File: config.mk
export PLATFORM = sky130hd
export DESIGN_NAME = tcw_seq
export DESIGN_NICKNAME = d
export VERILOG_FILES = /design/src/sv/tcw_pkg.sv /design/src/sv/tcw_cursor.sv /design/src/sv/tcw_seq.sv
export SDC_FILE = /design/constraint.sdc
export NUM_CORES = 1
export LEC_CHECK = 0
export ABC_AREA = 0
export BUFFER_PORTS_ARGS = -buffer_cell sky130_fd_sc_hd__buf_2
export CAP_MARGIN = 10
export CORE_MARGIN = 4
export CORE_UTILIZATION = 37
export DETAILED_ROUTE_END_ITERATION = 10
export GPL_TIMING_DRIVEN = 0
export PLACE_DENSITY = 0.61
export SLEW_MARGIN = 10
export SYNTH_ARGS = -nofsm -noshare
export SYNTH_HDL_FRONTEND = slang
export SYNTH_SLANG_ARGS = --single-unit
File: constraint.sdc
create_clock -name i_clk -period 8.6 [get_ports i_clk]
set_input_delay 0.86 -clock i_clk [delete_from_list [all_inputs] [get_ports i_clk]]
set_output_delay 0.86 -clock i_clk [all_outputs]
set_load 0.02 [all_outputs]
File: src/sv/tcw_pkg.sv
// Package for the text console writer: screen geometry, character and mode codes,
// and the structs passed between the sequencer, the cursor logic and the store.
// No dependencies.
package tcw_pkg;

    localparam int COLUMNS   = 80;
    localparam int ROWS      = 25;
    localparam int CELLS     = ROWS * COLUMNS;
    localparam int LAST_BASE = (ROWS - 1) * COLUMNS;

    localparam int ADDR_W = $clog2(CELLS);
    localparam int COL_W  = $clog2(COLUMNS);
    localparam int ROW_W  = $clog2(ROWS);
    localparam int POS_W  = 11;
    localparam int DATA_W = 16;
    localparam int CHAR_W = 8;
    localparam int ATTR_W = 8;
    localparam int MODE_W = 2;
    localparam int IDX_W  = 11;

    localparam int PADDR_W  = 1;
    localparam int APB_W    = 32;
    localparam int TAB_STEP = 8;

    localparam logic [ATTR_W-1:0] ATTR_RESET = 8'h0F;
    localparam logic [CHAR_W-1:0] BLANK_CHAR = 8'h20;
    localparam logic [CHAR_W-1:0] CH_BS      = 8'h08;
    localparam logic [CHAR_W-1:0] CH_TAB     = 8'h09;
    localparam logic [CHAR_W-1:0] CH_LF      = 8'h0A;
    localparam logic [CHAR_W-1:0] CH_CR      = 8'h0D;
    localparam logic [CHAR_W-1:0] PRINT_LO   = 8'h20;
    localparam logic [CHAR_W-1:0] PRINT_HI   = 8'h7F;

    localparam logic [MODE_W-1:0] MODE_PUT   = 2'd0;
    localparam logic [MODE_W-1:0] MODE_CLEAR = 2'd1;
    localparam logic [MODE_W-1:0] MODE_READ  = 2'd2;

    localparam logic [PADDR_W-1:0] REG_ATTR = 1'b0;

    typedef struct packed {
        logic              we;
        logic [ADDR_W-1:0] waddr;
        logic [DATA_W-1:0] wdata;
        logic [ADDR_W-1:0] raddr;
    } t_mem_req;

    typedef struct packed {
        logic [COL_W-1:0]  col;
        logic [ROW_W-1:0]  row;
        logic              scroll;
        logic              we;
        logic [ADDR_W-1:0] waddr;
    } t_put;

endpackage

File: src/sv/tcw_cursor.sv
// Cursor update for one put item: control bytes, printable write, wrap and scroll.
// Depends on tcw_pkg.
module tcw_cursor
    import tcw_pkg::*;
(
    input  logic [COL_W-1:0]  i_col,
    input  logic [ROW_W-1:0]  i_row,
    input  logic [CHAR_W-1:0] i_char,
    output t_put              o_put
);

    localparam logic [COL_W:0] COL_LIM  = (COL_W + 1)'(COLUMNS);
    localparam logic [COL_W:0] TAB_ADD  = (COL_W + 1)'(TAB_STEP);
    localparam logic [COL_W:0] TAB_MASK = ~((COL_W + 1)'(TAB_STEP - 1));
    localparam logic [ROW_W:0] ROW_LIM  = (ROW_W + 1)'(ROWS);

    logic [COL_W:0] col_x;
    logic [ROW_W:0] row_x;
    logic           printable;

    always_comb begin
        col_x     = {1'b0, i_col};
        row_x     = {1'b0, i_row};
        printable = (i_char >= PRINT_LO) && (i_char <= PRINT_HI);
        if (i_char == CH_BS && i_col != '0) begin
            col_x = col_x - (COL_W + 1)'(1);
        end else if (i_char == CH_TAB) begin
            col_x = (col_x + TAB_ADD) & TAB_MASK;
        end else if (i_char == CH_CR) begin
            col_x = '0;
        end else if (i_char == CH_LF) begin
            col_x = '0;
            row_x = row_x + (ROW_W + 1)'(1);
        end else if (printable) begin
            col_x = col_x + (COL_W + 1)'(1);
        end
        if (col_x >= COL_LIM) begin
            col_x = '0;
            row_x = row_x + (ROW_W + 1)'(1);
        end
        o_put.we     = printable;
        o_put.waddr  = ADDR_W'(int'(i_row) * COLUMNS + int'(i_col));
        o_put.col    = col_x[COL_W-1:0];
        o_put.scroll = row_x >= ROW_LIM;
        o_put.row    = o_put.scroll ? ROW_W'(ROWS - 1) : row_x[ROW_W-1:0];
    end

endmodule

File: src/sv/tcw_seq.sv
// Item sequencer: accepts items, sweeps the screen store for clear, scroll and
// the reset blanking pass, and holds the result register. Depends on tcw_pkg, tcw_cursor.
module tcw_seq
    import tcw_pkg::*;
(
    input  logic              i_clk,
    input  logic              i_rst_n,
    input  logic              i_in_valid,
    output logic              o_in_stall,
    input  logic [MODE_W-1:0] i_mode,
    input  logic [CHAR_W-1:0] i_char_code,
    input  logic [IDX_W-1:0]  i_cell_index,
    input  logic [ATTR_W-1:0] i_attr,
    output t_mem_req          o_mem,
    input  logic [DATA_W-1:0] i_rdata,
    output logic              o_out_valid,
    input  logic              i_out_stall,
    output logic [POS_W-1:0]  o_cursor_position,
    output logic [DATA_W-1:0] o_cell_data
);

    localparam logic [2:0] S_IDLE = 3'd0;
    localparam logic [2:0] S_COPY = 3'd1;
    localparam logic [2:0] S_FILL = 3'd2;
    localparam logic [2:0] S_RDWT = 3'd3;
    localparam logic [2:0] S_DONE = 3'd4;

    logic [2:0]        r_state, n_state;
    logic [ADDR_W-1:0] r_ptr, n_ptr;
    logic              r_wr_pend, n_wr_pend;
    logic [ADDR_W-1:0] r_wr_addr, n_wr_addr;
    logic              r_init, n_init;
    logic [ATTR_W-1:0] r_fill_attr, n_fill_attr;
    logic [COL_W-1:0]  r_col, n_col;
    logic [ROW_W-1:0]  r_row, n_row;
    logic              r_rd_ok, n_rd_ok;
    logic [DATA_W-1:0] r_data, n_data;
    logic              r_out_vld, n_out_vld;
    logic [POS_W-1:0]  r_pos, n_pos;
    logic [DATA_W-1:0] r_out_data, n_out_data;

    logic              in_acc;
    logic              out_free;
    logic              in_range;
    logic [ADDR_W-1:0] ptr_inc;
    logic [ADDR_W-1:0] src;
    t_put              put;

    tcw_cursor u_cursor (
        .i_col  (r_col),
        .i_row  (r_row),
        .i_char (i_char_code),
        .o_put  (put)
    );

    assign in_acc     = i_in_valid && (r_state == S_IDLE);
    assign o_in_stall = r_state != S_IDLE;
    assign out_free   = !r_out_vld || !i_out_stall;
    assign in_range   = int'(i_cell_index) < CELLS;
    assign ptr_inc    = r_ptr + ADDR_W'(1);
    assign src        = r_ptr + ADDR_W'(COLUMNS);

    always_comb begin
        o_mem.we    = 1'b0;
        o_mem.waddr = r_ptr;
        o_mem.wdata = {r_fill_attr, BLANK_CHAR};
        o_mem.raddr = (r_state == S_IDLE) ? ADDR_W'(i_cell_index) : src;
        if (r_wr_pend) begin
            o_mem.we    = 1'b1;
            o_mem.waddr = r_wr_addr;
            o_mem.wdata = i_rdata;
        end else if (r_state == S_FILL) begin
            o_mem.we = 1'b1;
        end else if (in_acc && i_mode == MODE_PUT && put.we) begin
            o_mem.we    = 1'b1;
            o_mem.waddr = put.waddr;
            o_mem.wdata = {i_attr, i_char_code};
        end
    end

    always_comb begin
        n_state     = r_state;
        n_ptr       = r_ptr;
        n_wr_pend   = 1'b0;
        n_wr_addr   = r_wr_addr;
        n_init      = r_init;
        n_fill_attr = r_fill_attr;
        n_col       = r_col;
        n_row       = r_row;
        n_rd_ok     = r_rd_ok;
        n_data      = r_data;
        n_out_vld   = r_out_vld && i_out_stall;
        n_pos       = r_pos;
        n_out_data  = r_out_data;
        case (r_state)
            S_IDLE: begin
                if (in_acc) begin
                    n_data = '0;
                    case (i_mode)
                        MODE_PUT: begin
                            n_col = put.col;
                            n_row = put.row;
                            if (put.scroll) begin
                                n_state     = S_COPY;
                                n_ptr       = '0;
                                n_fill_attr = i_attr;
                            end else begin
                                n_state = S_DONE;
                            end
                        end
                        MODE_CLEAR: begin
                            n_col       = '0;
                            n_row       = '0;
                            n_ptr       = '0;
                            n_fill_attr = i_attr;
                            n_state     = S_FILL;
                        end
                        MODE_READ: begin
                            n_rd_ok = in_range;
                            n_state = S_RDWT;
                        end
                        default: begin
                            n_state = S_DONE;
                        end
                    endcase
                end
            end
            S_COPY: begin
                n_wr_pend = 1'b1;
                n_wr_addr = r_ptr;
                if (r_ptr == ADDR_W'(LAST_BASE - 1)) begin
                    n_ptr   = ADDR_W'(LAST_BASE);
                    n_state = S_FILL;
                end else begin
                    n_ptr = ptr_inc;
                end
            end
            S_FILL: begin
                if (!r_wr_pend) begin
                    if (r_ptr == ADDR_W'(CELLS - 1)) begin
                        n_state = r_init ? S_IDLE : S_DONE;
                        n_init  = 1'b0;
                    end else begin
                        n_ptr = ptr_inc;
                    end
                end
            end
            S_RDWT: begin
                n_data  = r_rd_ok ? i_rdata : '0;
                n_state = S_DONE;
            end
            S_DONE: begin
                if (out_free) begin
                    n_out_vld  = 1'b1;
                    n_pos      = POS_W'(int'(r_row) * COLUMNS + int'(r_col));
                    n_out_data = r_data;
                    n_state    = S_IDLE;
                end
            end
            default: begin
                n_state = S_IDLE;
            end
        endcase
    end

    always_ff @(posedge i_clk) begin
        if (!i_rst_n) begin
            r_state     <= S_FILL;
            r_ptr       <= '0;
            r_wr_pend   <= 1'b0;
            r_init      <= 1'b1;
            r_fill_attr <= ATTR_RESET;
            r_col       <= '0;
            r_row       <= '0;
            r_out_vld   <= 1'b0;
        end else begin
            r_state     <= n_state;
            r_ptr       <= n_ptr;
            r_wr_pend   <= n_wr_pend;
            r_init      <= n_init;
            r_fill_attr <= n_fill_attr;
            r_col       <= n_col;
            r_row       <= n_row;
            r_out_vld   <= n_out_vld;
        end
    end

    always_ff @(posedge i_clk) begin
        r_wr_addr  <= n_wr_addr;
        r_rd_ok    <= n_rd_ok;
        r_data     <= n_data;
        r_pos      <= n_pos;
        r_out_data <= n_out_data;
    end

    assign o_out_valid       = r_out_vld;
    assign o_cursor_position = r_pos;
    assign o_cell_data       = r_out_data;

endmodule

After elaboration in Yosys (flattened, before gate mapping)
Cells that the tools add are included.
Widths: inputs -> output; s select.
- add/subtract/negate cells: 8
- multiply operators: 1
- order comparisons: 5
- eq/ne operators: 21
- mux-type cells: 43
- bitwise operators: 1
- reductions and logical operators: 24
- operators by type and width (kind ; count):
    $mux 11 ; 6
    $mux 28 ; 2
    $mux 8 ; 6
    $pmux 11 s3 ; 1
    $eq 8x4->1 const B ; 4
    $mux 16 ; 2
    $pmux 16 s2 ; 1
    $mux 6 ; 5
    $mux 27 ; 1
    $eq 11x11->1 const B ; 2
    $pmux 11 s2 ; 1
    $mux 3 ; 7
    $pmux 8 s2 ; 1
    $pmux 3 s5 ; 1
    $pmux 7 s2 ; 1
    $ne 2x2->1 const B ; 6
    $add 11x1->11 const B ; 1
    $add 11x7->11 const B ; 1
    $add 11x8->11 ; 1
    $lt 11x11->1 const B ; 1
    $pmux 5 s2 ; 1
    $pmux 3 s3 ; 1
    $reduce_and 3->1 ; 3
    $add 7x1->8 const B ; 1
    33 further kinds ; 46
- register bits after elaboration: 92
- output and inout port bits: 68
- word-level logic and storage cells: 116

Logic depth before layout (Yosys ltp)
Gate-level depths: netlist of run 1.
- word-level depth: 14
- gate-level depth with buffers: 17
- gate-level depth less buffers: 14

Modules after synthesis
From an unflattened synthesis of run 1, not the netlist that was laid out.
- cell total of the unflattened synthesis: 657
- area, all modules: 6067.1 um^2
- by module, submodules not included (module ; times used ; cells each ; area each (um^2)):
    tcw_seq ; 1 ; 452 ; 4634.4
    tcw_cursor ; 1 ; 205 ; 1432.6

Worst setup path after synthesis of run 1
OpenSTA, ideal clock, no wires.
- path type: input -> register
- from: input port i_char_code[0]
- to: register r_ptr[10]
- arrival: 3.749 ns
- path slack: 4.732 ns
- stages: 17
- path through: buf_6 nor4_4 and2_4 buf_12 nand2_4 o21ai_0 ha_1 inv_1 nor2_1 or3_1 o31ai_1 and4_1 o32ai_2 nor4b_4 buf_4 nor3_1 o221a_1
- word-level cells in the longest chain between the ends: 12
- elaborated cells between the ends (all ways): 23
- those cells by class: 1 x add/sub; 4 x order compare; 5 x eq/ne; 10 x mux; 3 x reduce/logical
- ends and longest elaborated chain (what ; RTL line ; text):
    from (decl) ; tcw_seq.sv:11 ; input logic [CHAR_W-1:0] i_char_code,
    $ge 8x6->1 / $le 8x7->1 (equally long branches) ; tcw_cursor.sv:24 ; printable = (i_char >= PRINT_LO) && (i_char <= PRINT_HI);
    $logic_and 1x1->1 ; tcw_cursor.sv:24 ;
    $mux 8 ; tcw_cursor.sv:34 ; end else if (printable) begin
    $mux 8 ; tcw_cursor.sv:31 ; end else if (i_char == CH_LF) begin
    $mux 8 ; tcw_cursor.sv:29 ; end else if (i_char == CH_CR) begin
    $mux 8 ; tcw_cursor.sv:27 ; end else if (i_char == CH_TAB) begin
    $mux 8 ; tcw_cursor.sv:25 ; if (i_char == CH_BS && i_col != '0) begin
    $ge 8x7->1 ; tcw_cursor.sv:37 ; if (col_x >= COL_LIM) begin
    $mux 6 * ; tcw_cursor.sv:37 ;
    $ge 6x5->1 * ; tcw_cursor.sv:44 ; o_put.scroll = row_x >= ROW_LIM;
    $ne 3x3->1 (no line) * ; n/a ;
    $reduce_and 6->1 (no line) * ; n/a ;
    to (signal assigned) ; tcw_seq.sv:178 ; r_ptr <= n_ptr;
    to (decl) ; tcw_seq.sv:29 ; logic [ADDR_W-1:0] r_ptr, n_ptr;
Mark *: on every way between the ends. The rest lies on a longest branch, timed or not.
A chain may end at the register's enable or synchronous reset.

Worst setup path in the final report of run 1
- from: input port i_char_code[2]
- to: register r_row[2]
- word-level cells in the longest chain between the ends: 12
- elaborated cells between the ends (all ways): 23
- those cells by class: 1 x add/sub; 4 x order compare; 4 x eq/ne; 12 x mux; 2 x reduce/logical
- ends and longest elaborated chain (what ; RTL line ; text):
    $ge 8x6->1 / $le 8x7->1 (equally long branches) ; tcw_cursor.sv:24 ;
    $logic_and 1x1->1 ; tcw_cursor.sv:24 ;
    $mux 8 ; tcw_cursor.sv:34 ;
    $mux 8 ; tcw_cursor.sv:31 ;
    $mux 8 ; tcw_cursor.sv:29 ;
    $mux 8 ; tcw_cursor.sv:27 ;
    $mux 8 ; tcw_cursor.sv:25 ;
    $ge 8x7->1 ; tcw_cursor.sv:37 ;
    $mux 6 * ; tcw_cursor.sv:37 ;
    $ge 6x5->1 ; tcw_cursor.sv:44 ;
    $mux 5 * ; tcw_cursor.sv:45 ; o_put.row = o_put.scroll ? ROW_W'(ROWS - 1) : row_x[ROW_W-1:0];
    $pmux 5 s2 * ; tcw_seq.sv:99 ; case (i_mode)
    to (signal assigned) ; tcw_seq.sv:183 ; r_row <= n_row;
    to (decl) ; tcw_seq.sv:35 ; logic [ROW_W-1:0] r_row, n_row;
Marked as above.

==> results of run 1 <==
==> cell families after synthesis <==
family	after synthesis	synth area share
simple gates	261	0.228
compound gates	157	0.183
flops	92	0.414
buf+inv	64	0.0474
mux	25	0.0435
fa+ha+maj	24	0.0545
xor+xnor	20	0.0303
==> worst register-to-register path, cell delays in order (launching register included) <==
cell and delay, ns:
dfxtp_1 0.42, clkbuf_1 0.37, inv_1 0.18, xnor2_1 0.21, ha_1 0.27, inv_1 0.08, nor2_1 0.21, or3_1 0.14
o31ai_1 0.08, and4_1 0.21, o32ai_2 0.39, nor4b_1 0.63, nand3_1 0.24, a21oi_1 0.19
==> through the flow <==
| stage | std cells | worst slack, ns |
|---|---|---|
| after floorplan | 643 | 4.73 |
| after global placement | 968 | 4.05 |
| after detailed placement | 970 | 4.08 |
| after CTS | 986 | 4.39 |
| after global routing | 986 | 4.08 |
| final | 986 | 4.37 |
==> cells in the final DEF (no fill, tap or decap), drive strengths merged, types with 3 or more instances in the layout <==
| cell | count |
|---|---|
| buf | 124 |
| nand2 | 95 |
| o21ai | 60 |
| edfxtp | 55 |
| nor2 | 50 |
| dfxtp | 37 |
| clkbuf | 37 |
| inv | 32 |
| a21oi | 30 |
| mux2i | 24 |
| nor3 | 23 |
| ha | 22 |
| and2 | 21 |
| nand3 | 13 |
| xnor2 | 11 |
| xor2 | 9 |
| nand4 | 9 |
| and3 | 9 |
| a21o | 7 |
| o31ai | 7 |
| o311ai | 7 |
| nand2b | 5 |
| a31oi | 5 |
| or2 | 5 |
| nor2b | 4 |
| or3 | 4 |
| a2bb2oi | 4 |
| nor4b | 4 |
| nor4 | 4 |
| o2111ai | 3 |
| and4 | 3 |
| o211ai | 3 |
| a41oi | 3 |
| or4 | 3 |
| a22oi | 3 |
| nor3b | 3 |
==> how the worst max path moves through the flow <==
stage,start,to,cells after the start
finish,i_char_code[2],r_row[2],16
global route,i_char_code[2],r_row[2],16
CTS,r_row[1],o_mem[37],10
detailed placement,i_char_code[2],r_row[2],16
global placement,i_char_code[2],r_row[2],16
floorplan,i_char_code[0],r_ptr[10],17
==> routing by layer <==
| metal | up-vias | GRT usage | wire length, um | share of wire |
|---|---|---|---|---|
| met5 | - | 0 | 0 | 0 |
| met2 | 251 | 0.285 | 7280 | 0.44 |
| met3 | 30 | 0.0403 | 1400 | 0.084 |
| li1 | 2601 | - | - | - |
| met1 | 2507 | 0.263 | 7630 | 0.46 |
| met4 | 0 | 0.0612 | 312 | 0.019 |
==> where the power goes <==
part           internal [mW]  leakage [nW]  switching [mW]
Combinational         0.0177          1.86          0.0285
Sequential             0.463         0.772         0.00260
Clock                  0.206         0.145           0.190
Total                  0.687          2.78           0.221
==> final cells by class <==
type	instances	share of cell area
flip-flops and latches	92	0.344
multi-input cells	487	0.450
clock inverters	7	0.0108
repair buffers	116	0.0864
clock buffers	9	0.0323
well taps	211	0.0379
inverters	28	0.0151
plain buffers	36	0.0243
==> sequential cells by signal, summed over array words and instances (netlist names) <==
name	flops
r_col	7
r_init	1
r_ptr	11
r_rd_ok	1
r_row	5
r_data	16
r_wr_pend	1
r_wr_addr	11
r_fill_attr	8
o_cursor_position	11
r_state	3
o_out_valid	1
o_cell_data	16
==> load_flow_metrics.sql, run 1 <==
INSERT INTO impl_metrics (metric_group, metric, value, unit) VALUES
('outcome', 'run_status', 'complete, no violations', ''),
('synthesis', 'synthMostInstantiatedCell', 'nand2_1', ''),
('power_and_ir_drop', 'power.static_leakage', '2.78', 'nW'),
('synthesis', 'yosysTopAreaCell', 'edfxtp_1', ''),
('synthesis', 'synth_seq_cells', '92', ''),
('synthesis', 'synth_cell_types', '78', ''),
('clock_network', 'clock_sinks', '92', ''),
('sta', 'setup_violations', '0', ''),
('synthesis', 'postSynth.topFlopCell', 'edfxtp_1', ''),
('place', 'buffer_ports.inserted', '114', ''),
('min_path', 'hold_path_end', 'o_cell_data[14]', ''),
('layout', 'final_core_utilization', '0.456', ''),
('flow_run', 'drv_cap', '0', ''),
('synthesis', 'synth_area', '0.00578', 'sq mm'),
('detailed_routing', 'via_per_inst', '5.47', ''),
('critical_path', 'slowest_delay', '0.63', 'ns'),
('critical_path', 'endpoint_kind', 'flip-flop', ''),
('sta', 'hold-worst-slack', '0.420', 'ns'),
('detailed_routing', 'vias_after_detailed_routing', '5389', ''),
('place', 'dp.final_hpwl', '13100', 'um'),
('die', 'io-pin-count', '117', ''),
('global_routing', 'number_of_antenna_violations_at_the_first_check_in_global_routing', '0', ''),
('die', 'floorplan.rows', '45', ''),
('layout', 'n_antenna_cell', '0', ''),
('die', 'core_area', '0.0153', 'sq mm'),
('synthesis', 'synth_area_leaders', 'edfxtp_1 29%, dfxtp_1 13%, nand2_1 6.1%', ''),
('sta', 'grt_setup_unrepaired', 'false', ''),
('critical_path', 'crit_path_max_fanout', '10', ''),
('synthesis', 'synth.avg_cell_area', '8.99', 'sq um'),
('global_routing', 'grt_start_max_net_pins', '28', ''),
('synthesis', 'synth_seq_area_share', '0.414', ''),
('global_routing', 'grt_use_total', '0.187', ''),
('die', 'fp.dieW', '133', 'um'),
('layout', 'finalInstanceArea', '0.00696', 'sq mm'),
('min_path', 'hold_depth', '0', ''),
('sta', 'setup_total_negative_slack', '0', 'ns'),
('synthesis', 'number_of_enable_flip_flop_cells_after_synthesis', '55', ''),
('clock_network', 'tritoncts.num_buffers', '9', ''),
('clock_network', 'postCtsSetupRepairBufs', '0', ''),
('clock_network', 'cts_hold_repair.buffers', '0', ''),
('global_routing', 'grt_pass1_wl', '26500', 'um'),
('sta', 'fmaxAchievable', '236', 'MHz'),
('clock_network', 'ctsRootBufferMaster', 'clkbuf_16', ''),
('sta', 'min_period_over_period', '0.492', ''),
('layout', 'total_area_of_multi_input_combinational_cells', '0.00313', 'sq mm'),
('clock_network', 'clk_latency', '0.35', 'ns'),
('layout', 'drive_above_1_share', '0.210', ''),
('sta', 'hold_viol', '0', ''),
('synthesis', 'synth_top_area_frac', '0.286', ''),
('clock_network', 'cts_htree_levels', '3', ''),
('power_and_ir_drop', 'max-vdd-ir-drop', '0.113', 'mV'),
('critical_path', 'critical_path_arrival', '4.51', 'ns'),
('critical_path', 'worstSetupPathType', 'primary input to flip-flop', ''),
('detailed_routing', 'detail_route.first_pass.iterations', '5', ''),
('sta', 'slew-limit-headroom', '0.328', ''),
('place', 'dpl_cell_area', '0.00666', 'sq mm'),
('synthesis', 'netlist_instances', '643', ''),
('synthesis', 'synth_async_sr_flop_share', '0', ''),
('min_path', 'hold_start', 'r_data[14]', ''),
('critical_path', 'cp_top_family', 'simple AND/OR/NAND/NOR gates', ''),
('sta', 'final.min_clock_period', '4.23', 'ns'),
('global_routing', 'grt_overflow_total', '0', ''),
('clock_network', 'clkSlewWorstSetupHoldPaths', '0.07', 'ns'),
('die', 'die_area', '0.0177', 'sq mm'),
('die', 'floorplan.initialDensity', '0.379', ''),
('power_and_ir_drop', 'cellPowerDensity', '130', 'mW/mm^2'),
('sta', 'skew', '0.00724', 'ns'),
('layout', 'area_growth_syn_to_layout', '20.4', '%'),
('power_and_ir_drop', 'report.power.total', '0.908', 'mW'),
('clock_network', 'cts_repair_resize_count', '0', ''),
('critical_path', 'r2r.worst_path.cells', '13', '');
Note: power is estimated with default switching activity, not from simulation.
==> run 2: changes to the inputs <==
--- a/config.mk
+++ b/config.mk
@@ -5,14 +5,14 @@
 export SDC_FILE = /design/constraint.sdc
 export NUM_CORES = 1
 export LEC_CHECK = 0
-export ABC_AREA = 0
+export ABC_AREA = 1
 export BUFFER_PORTS_ARGS = -buffer_cell sky130_fd_sc_hd__buf_2
 export CAP_MARGIN = 10
 export CORE_MARGIN = 4
 export CORE_UTILIZATION = 37
 export DETAILED_ROUTE_END_ITERATION = 10
 export GPL_TIMING_DRIVEN = 0
-export PLACE_DENSITY = 0.61
+export PLACE_DENSITY = 0.64
 export SLEW_MARGIN = 10
 export SYNTH_ARGS = -nofsm -noshare
 export SYNTH_HDL_FRONTEND = slang
==> constraint.sdc (replaced) <==
create_clock -name i_clk -period 3.4 [get_ports i_clk]
set_input_delay 0.34 -clock i_clk [delete_from_list [all_inputs] [get_ports i_clk]]
set_output_delay 0.34 -clock i_clk [all_outputs]
set_load 0.02 [all_outputs]
==> run 2 against run 1 <==
  * Die area is 4.2% lower
  * Highest routed layer unchanged
  * Flip-flop and latch count did not move
  * Clock-buffer cell count grew 2
  * Cell count is 2.9% higher
==> load_flow_metrics.sql, run 2 <==
INSERT INTO impl_metrics (metric_group, metric, value, unit) VALUES
('outcome', 'run_status', 'complete, no violations', ''),
('clock_network', 'postCtsSetupRepairBufs', '0', ''),
('die', 'fp.dieW', '130', 'um'),
('layout', 'layout.cells.most_common_list', '152 x nand2_1, 118 x buf_2, 91 x nor2_1, 88 x inv_1, 55 x edfxtp_1', ''),
('critical_path', 'critical_path_arrival', '2.84', 'ns'),
('clock_network', 'tritoncts_clock_tree', 'built', ''),
('critical_path', 'endpoint_kind', 'output pin', ''),
('sta', 'slew-limit-headroom', '0.192', ''),
('detailed_routing', 'postRouteAntennaNets', '0', ''),
('detailed_routing', 'dr.first_iter.drc_count', '329', ''),
('layout', 'mostFrequentLayoutCell', 'nand2_1', ''),
('synthesis', 'number_of_enable_flip_flop_cells_after_synthesis', '55', ''),
('critical_path', 'cpMostUsedCell', 'nand2_1', ''),
('clock_network', 'max-clock-path-buffers', '2', ''),
('layout', 'num-nets-final', '899', ''),
('synthesis', 'synth.cells.most_frequent', '152 x nand2_1, 91 x nor2_1, 88 x inv_1', ''),
('place', 'dpl_cell_area', '0.00638', 'sq mm'),
('layout', 'final_cell_count_no_fill', '1015', ''),
('power_and_ir_drop', 'report.power.total', '2.90', 'mW'),
('sta', 'setup_total_negative_slack', '0', 'ns'),
('synthesis', 'synthMostInstantiatedCell', 'nand2_1', ''),
('synthesis', 'synth_cell_types', '45', ''),
('clock_network', 'cts_htree_levels', '3', ''),
('critical_path', 'worstSetupPathType', 'flip-flop to output pin', ''),
('sta', 'setup_violations', '0', ''),
('layout', 'n_antenna_cell', '0', ''),
('critical_path', 'cell_type_of_the_slowest_stage_on_the_worst_timing_path', 'dfxtp_1', ''),
('global_routing', 'grt_use_met1', '0.241', ''),
('place', 'gp_routability_congestion', '0.903', ''),
('clock_network', 'clkSlewWorstSetupHoldPaths', '0.06', 'ns'),
('clock_network', 'cts_hold_repair.buffers', '0', ''),
('synthesis', 'synth_top_area_frac', '0.299', ''),
('detailed_routing', 'drt-total-wl', '15100', 'um'),
('detailed_routing', 'detailed_route_wire_length_per_cell', '14.9', 'um'),
('synthesis', 'ys_warn_count', '0', ''),
('sta', 'hold-worst-slack', '0.214', 'ns'),
('critical_path', 'ordered_cell_list_for_the_critical_path', 'ha_1 > inv_1 > fa_1 > o21ai_0 > nand2_1 > nor2_1 > xnor2_1 > nand2_1 > o211ai_1 > buf_2', ''),
('synthesis', 'synth_seq_cells', '92', ''),
('global_routing', 'grt.met2_usage', '0.294', ''),
('clock_network', 'clock_sinks', '92', ''),
('place', 'buffer_ports.inserted', '116', ''),
('sta', 'drv_slew', '0', ''),
('global_routing', 'grtUsageMet3', '0.0418', ''),
('power_and_ir_drop', 'max-vdd-ir-drop', '0.243', 'mV'),
('place', 'place.detailed.instances', '1001', ''),
('die', 'floorplan.initialDensity', '0.379', ''),
('min_path', 'hold_depth', '3', ''),
('clock_network', 'ctsRootBufferMaster', 'clkbuf_16', ''),
('synthesis', 'synth_area', '0.00553', 'sq mm'),
('layout', 'drive_above_1_share', '0.220', ''),
('layout', 'final-seq-area', '0.00239', 'sq mm'),
('sta', 'grt_setup_unrepaired', 'false', ''),
('synthesis', 'synth_async_sr_flop_share', '0', ''),
('flow_run', 'drv_cap', '0', ''),
('critical_path', 'start_kind', 'flip-flop', ''),
('synthesis', 'synth_fp_nets', '772', ''),
('detailed_routing', 'via_per_inst', '4.91', ''),
('synthesis', 'synth_seq_area_share', '0.433', ''),
('layout', 'area_growth_syn_to_layout', '20.6', '%'),
('detailed_routing', 'detail_route.first_pass.iterations', '5', ''),
('die', 'floorplan.rows', '44', ''),
('synthesis', 'synth_area_leaders', 'edfxtp_1 30%, dfxtp_1 13%, nand2_1 10%', ''),
('critical_path', 'cp.required', '3.06', 'ns'),
('critical_path', 'crit_path_max_fanout', '9', ''),
('layout', 'finalInstanceArea', '0.00666', 'sq mm'),
('sta', 'finalWorstSetupSlack', '0.224', 'ns'),
('place', 'dpl_worst_slack', '0.446', 'ns'),
('critical_path', 'slowest_delay', '0.57', 'ns'),
('sta', 'fmaxAchievable', '315', 'MHz'),
('die', 'die_area', '0.0170', 'sq mm'),
('global_routing', 'grt_pass1_wl', '23800', 'um'),
('layout', 'layout.filler_cells', '1469', ''),
('layout', 'total_area_of_multi_input_combinational_cells', '0.00269', 'sq mm'),
('global_routing', 'grt_start_max_net_pins', '26', ''),
('power_and_ir_drop', 'cellPowerDensity', '436', 'mW/mm^2'),
('global_routing', 'first_global_vias', '4634', ''),
('detailed_routing', 'route.detailed.drc', '0', ''),
('min_path', 'min-delay-path-class', 'primary input to flip-flop', ''),
('clock_network', 'cts_repair_resize_count', '0', ''),
('clock_network', 'clk_latency', '0.35', 'ns'),
('global_routing', 'global_route.peak_usage_layer', 'met2', ''),
('clock_network', 'tritoncts.num_buffers', '9', ''),
('global_routing', 'number_of_antenna_violations_at_the_first_check_in_global_routing', '0', ''),
('synthesis', 'synth.avg_cell_area', '7.91', 'sq um'),
('sta', 'worst_slew_pin_slew', '1.20', 'ns'),
('place', 'dp.final_hpwl', '11900', 'um'),
('sta', 'min_period_over_period', '0.934', ''),
('sta', 'final.min_clock_period', '3.18', 'ns'),
('die', 'io-pin-count', '117', ''),
('die', 'core_area', '0.0146', 'sq mm'),
('sta', 'hold_viol', '0', ''),
('sta', 'skew', '0.00593', 'ns'),
('die', 'die_height', '130', 'um'),
('global_routing', 'grt_overflow_total', '0', ''),
('synthesis', 'postSynth.topFlopCell', 'edfxtp_1', ''),
('synthesis', 'yosysTopAreaCell', 'edfxtp_1', ''),
('synthesis', 'netlist_instances', '699', ''),
('layout', 'final_core_utilization', '0.457', ''),
('power_and_ir_drop', 'power.static_leakage', '3.16', 'nW'),
('global_routing', 'grt_use_total', '0.179', ''),
('detailed_routing', 'vias_after_detailed_routing', '4987', ''),
('critical_path', 'r2r.worst_path.cells', '23', '');
-- run 2: cell count changes in the layout (fill, tap and decap cells not counted), sizes merged, moves of 11 or more --
cell	previous run	this run
nand3	13	46
o22ai	2	23
nand2	95	167
a21oi	30	41
and2	21	0
mux2i	24	0
inv	32	99
clkbuf	37	23
nor2	50	100
o21ai	60	24
xor2	9	20
nor3	23	10
-- run 2: worst max-delay path: cells and delay by family, from the launching register on --
family                   cells  cell delay, ns
AND/OR/NAND/NOR              3            0.35
flip-flops                   1            0.57
adder cells (fa/ha/maj)      2            0.63
XOR/XNOR                     1            0.21
buffers and inverters        2            0.29
AO/OA/AOI/OAI                2            0.43
-- run 2: metal layers --
layer	vias to the layer above	routed length, um
met3	16	1140
met4	0	188
li1	2548	-
met5	-	0
met2	145	7040
met1	2278	6720
-- run 2: path summary, 6_finish.rpt --
kind / slack, ns / start / to
setup reg to reg: 0.65 / r_col[0] / r_fill_attr[2]
setup / recovery: 0.22 / r_col[4] / o_mem[37]
hold reg to reg: 0.42 / r_data[14] / o_cell_data[14]
hold / removal: 0.21 / i_attr[0] / r_fill_attr[0]
-- run 2: final cells by class --
type / count / area share
Multi-Input combinational cell: 489 / 0.403
Sequential cell: 92 / 0.359
Timing Repair Buffer: 118 / 0.0913
Inverter: 100 / 0.0567
Clock buffer: 11 / 0.0349
Tap cell: 184 / 0.0346
Buffer: 16 / 0.0118
Clock inverter: 5 / 0.00826
-- run 2: logic make-up (layout without fill, tap and decap cells) --
| group | Yosys count | after routing | synth area share |
|---|---|---|---|
| flip-flops | 92 | 92 | 0.433 |
| XOR/XNOR | 25 | 25 | 0.0410 |
| AO/OA/AOI/OAI | 102 | 102 | 0.106 |
| adder cells (fa/ha/maj) | 24 | 24 | 0.0571 |
| AND/OR/NAND/NOR | 338 | 338 | 0.279 |
| buffers and inverters | 118 | 250 | 0.0838 |
-- run 2: where the power goes --
part | total [mW] | internal [mW] | switching [mW]
Clock | 0.996 | 0.568 | 0.428
Sequential | 1.29 | 1.23 | 0.0571
Combinational | 0.617 | 0.209 | 0.407
Total | 2.90 | 2.01 | 0.893
==> run 3: changes to the inputs <==
--- a/config.mk
+++ b/config.mk
@@ -5,7 +5,7 @@
 export SDC_FILE = /design/constraint.sdc
 export NUM_CORES = 1
 export LEC_CHECK = 0
-export ABC_AREA = 1
+export ABC_AREA = 0
 export BUFFER_PORTS_ARGS = -buffer_cell sky130_fd_sc_hd__buf_2
 export CAP_MARGIN = 10
 export CORE_MARGIN = 4
==> run 3 against run 2 <==
  * Global-route usage rose by 0.66 points
  * Sequential share of layout area fell by 2.3 points
  * Wire length rose by 12%
  * Non-clock buffer count rose by 25
  * Utilization rose by 1.1 points
  * Design area rose by 7.2%
  * Flip-flop and latch count did not move
  * Clock skew rose by 0.00082 ns
  * Highest routed layer unchanged
==> load_flow_metrics.sql, run 3 (synthesis gave the netlist of run 1 again) <==
INSERT INTO impl_metrics (metric_group, metric, value, unit) VALUES
('die', 'die_area', '0.0177', 'sq mm'),
('critical_path', 'start_kind', 'flip-flop', ''),
('sta', 'hold_viol', '0', ''),
('critical_path', 'cell_type_of_the_slowest_stage_on_the_worst_timing_path', 'fa_1', ''),
('die', 'io-pin-count', '117', ''),
('power_and_ir_drop', 'report.power.total', '2.30', 'mW'),
('layout', 'layout.cells.most_common_list', '117 x buf_2, 93 x nand2_1, 57 x o21ai_0, 55 x edfxtp_1, 48 x nor2_1', ''),
('critical_path', 'cpMostUsedCell', 'ha_1', ''),
('clock_network', 'max-clock-path-buffers', '2', ''),
('global_routing', 'number_of_antenna_violations_at_the_first_check_in_global_routing', '0', ''),
('power_and_ir_drop', 'power.static_leakage', '2.85', 'nW'),
('place', 'gp_routability_congestion', '0.898', ''),
('layout', 'layout.filler_cells', '1455', ''),
('sta', 'fmaxAchievable', '303', 'MHz'),
('place', 'dp.final_hpwl', '12800', 'um'),
('detailed_routing', 'detailed_route_wire_length_per_cell', '17.0', 'um'),
('power_and_ir_drop', 'cellPowerDensity', '322', 'mW/mm^2'),
('clock_network', 'tritoncts_clock_tree', 'built', ''),
('layout', 'n_antenna_cell', '0', ''),
('min_path', 'hold_start', 'i_attr[4]', ''),
('die', 'fp.dieW', '133', 'um'),
('critical_path', 'ordered_cell_list_for_the_critical_path', 'ha_1 > ha_1 > inv_1 > fa_1 > nor3_2 > xor2_1 > xnor2_2 > mux2i_1 > o21ai_2 > buf_6', ''),
('layout', 'area_growth_syn_to_layout', '23.5', '%'),
('clock_network', 'clkSlewWorstSetupHoldPaths', '0.07', 'ns'),
('detailed_routing', 'dr.first_iter.drc_count', '412', ''),
('layout', 'total_area_of_multi_input_combinational_cells', '0.00323', 'sq mm'),
('die', 'floorplan.rows', '45', ''),
('layout', 'final_cell_count_no_fill', '993', ''),
('critical_path', 'cp_top_family', 'adder cells', ''),
('detailed_routing', 'postRouteAntennaNets', '0', ''),
('clock_network', 'ctsRootBufferMaster', 'clkbuf_16', ''),
('critical_path', 'setup.reg_to_reg.worst_slack', '0.18', 'ns'),
('clock_network', 'clock_sinks', '92', ''),
('critical_path', 'setup.worst_path.start', 'r_row[1]', ''),
('critical_path', 'cp.required', '3.06', 'ns'),
('sta', 'final.min_clock_period', '3.30', 'ns'),
('place', 'place.detailed.instances', '970', ''),
('sta', 'setup_violations', '0', ''),
('layout', 'num-nets-final', '850', ''),
('power_and_ir_drop', 'max-vdd-ir-drop', '0.253', 'mV'),
('clock_network', 'cts_htree_levels', '3', ''),
('outcome', 'run_status', 'complete, no violations', ''),
('detailed_routing', 'drt-total-wl', '16900', 'um'),
('die', 'core_area', '0.0153', 'sq mm'),
('global_routing', 'grt_overflow_total', '0', ''),
('critical_path', 'slowest_delay', '0.48', 'ns'),
('sta', 'setup_total_negative_slack', '0', 'ns'),
('layout', 'final-seq-area', '0.00240', 'sq mm'),
('die', 'die_height', '133', 'um'),
('detailed_routing', 'vias_after_detailed_routing', '5395', ''),
('global_routing', 'grt_use_total', '0.186', ''),
('critical_path', 'critical_path_arrival', '2.96', 'ns'),
('place', 'buffer_ports.inserted', '114', ''),
('flow_run', 'drv_cap', '0', ''),
('sta', 'min_period_over_period', '0.969', ''),
('sta', 'worst_slew_pin_slew', '1.06', 'ns'),
('detailed_routing', 'via_per_inst', '5.43', ''),
('critical_path', 'worstSetupPathType', 'flip-flop to output pin', ''),
('clock_network', 'clk_latency', '0.35', 'ns'),
('critical_path', 'endpoint_kind', 'output pin', ''),
('global_routing', 'grt_pass1_wl', '26300', 'um'),
('sta', 'skew', '0.00675', 'ns'),
('min_path', 'min-delay-path-class', 'primary input to flip-flop', ''),
('die', 'floorplan.initialDensity', '0.379', ''),
('critical_path', 'crit-reg2reg-launch', 'r_col[1]', ''),
('critical_path', 'timing.critical_path.buf_inv', '2', ''),
('clock_network', 'tritoncts.num_buffers', '9', ''),
('detailed_routing', 'route.detailed.drc', '0', ''),
('critical_path', 'crit_path_max_fanout', '9', ''),
('sta', 'drv_slew', '0', ''),
('layout', 'drive_above_1_share', '0.246', ''),
('layout', 'mostFrequentLayoutCell', 'buf_2', ''),
('detailed_routing', 'detail_route.first_pass.iterations', '5', ''),
('global_routing', 'grt_start_max_net_pins', '28', ''),
('global_routing', 'first_global_vias', '4918', ''),
('sta', 'slew-limit-headroom', '0.293', '');
-- run 3: layout make-up --
class / instances / area share
Clock buffer: 9 / 0.0315
Multi-Input combinational cell: 487 / 0.452
Sequential cell: 92 / 0.336
Timing Repair Buffer: 123 / 0.0921
Clock inverter: 7 / 0.0105
Inverter: 28 / 0.0147
Tap cell: 211 / 0.0370
Buffer: 36 / 0.0252
-- run 3: per-stage QoR --
step / util / hold slack, ns / cell area (sq um) / setup slack, ns
global route: 0.468 / 0.237 / 7140 / -0.0119
CTS: 0.461 / 0.223 / 7030 / -0.0171
floorplan: - / 0.400 / 5780 / 0.0520
global placement: 0.434 / 0.402 / 6620 / -0.610
finish: 0.468 / 0.231 / 7140 / 0.104
detailed placement: 0.437 / 0.405 / 6660 / -0.593
-- run 3: worst paths after layout --
check / end / cells after the start
setup / recovery: o_mem[37] / 10
hold / removal: r_fill_attr[4] / 3
setup reg to reg: r_ptr[6] / 12
hold reg to reg: o_cell_data[6] / 0
-- run 3: worst reg2reg max path, stage by stage, from the launching register on --
cell and delay, ns:
dfxtp_2 0.39, inv_2 0.11, ha_1 0.22, nor3b_4 0.31
and2_4 0.25, a21oi_2 0.11, a221o_1 0.40, a21boi_4 0.29
o32ai_4 0.16, nor4b_4 0.20, buf_6 0.17, o311ai_0 0.34
o31ai_1 0.14
-- run 3: power breakdown --
part	internal, mW	total (mW)	switching (mW)	leakage (nW)
combinational	0.0453	0.118	0.0731	1.93
sequential	1.17	1.18	0.00662	0.776
clock	0.521	1.01	0.484	0.145
total	1.74	2.30	0.564	2.85
-- run 3: what timing repair did --
action / CTS / global route
pin swaps: 2 / 11
gates cloned: 0 / 1
setup buffers: 1 / 5
hold endpoints to repair: 0 / 0
hold buffers: 0 / 0
resized for setup: 13 / 25
endpoints found under the setup margin: 24 / 37
-- run 3: routing by layer --
metal | wire length (um) | track usage | up-vias
li1 | - | - | 2613
met1 | 7930 | 0.263 | 2555
met2 | 7590 | 0.288 | 211
met3 | 1140 | 0.0392 | 16
met4 | 211 | 0.0491 | 0
met5 | 0 | 0 | -
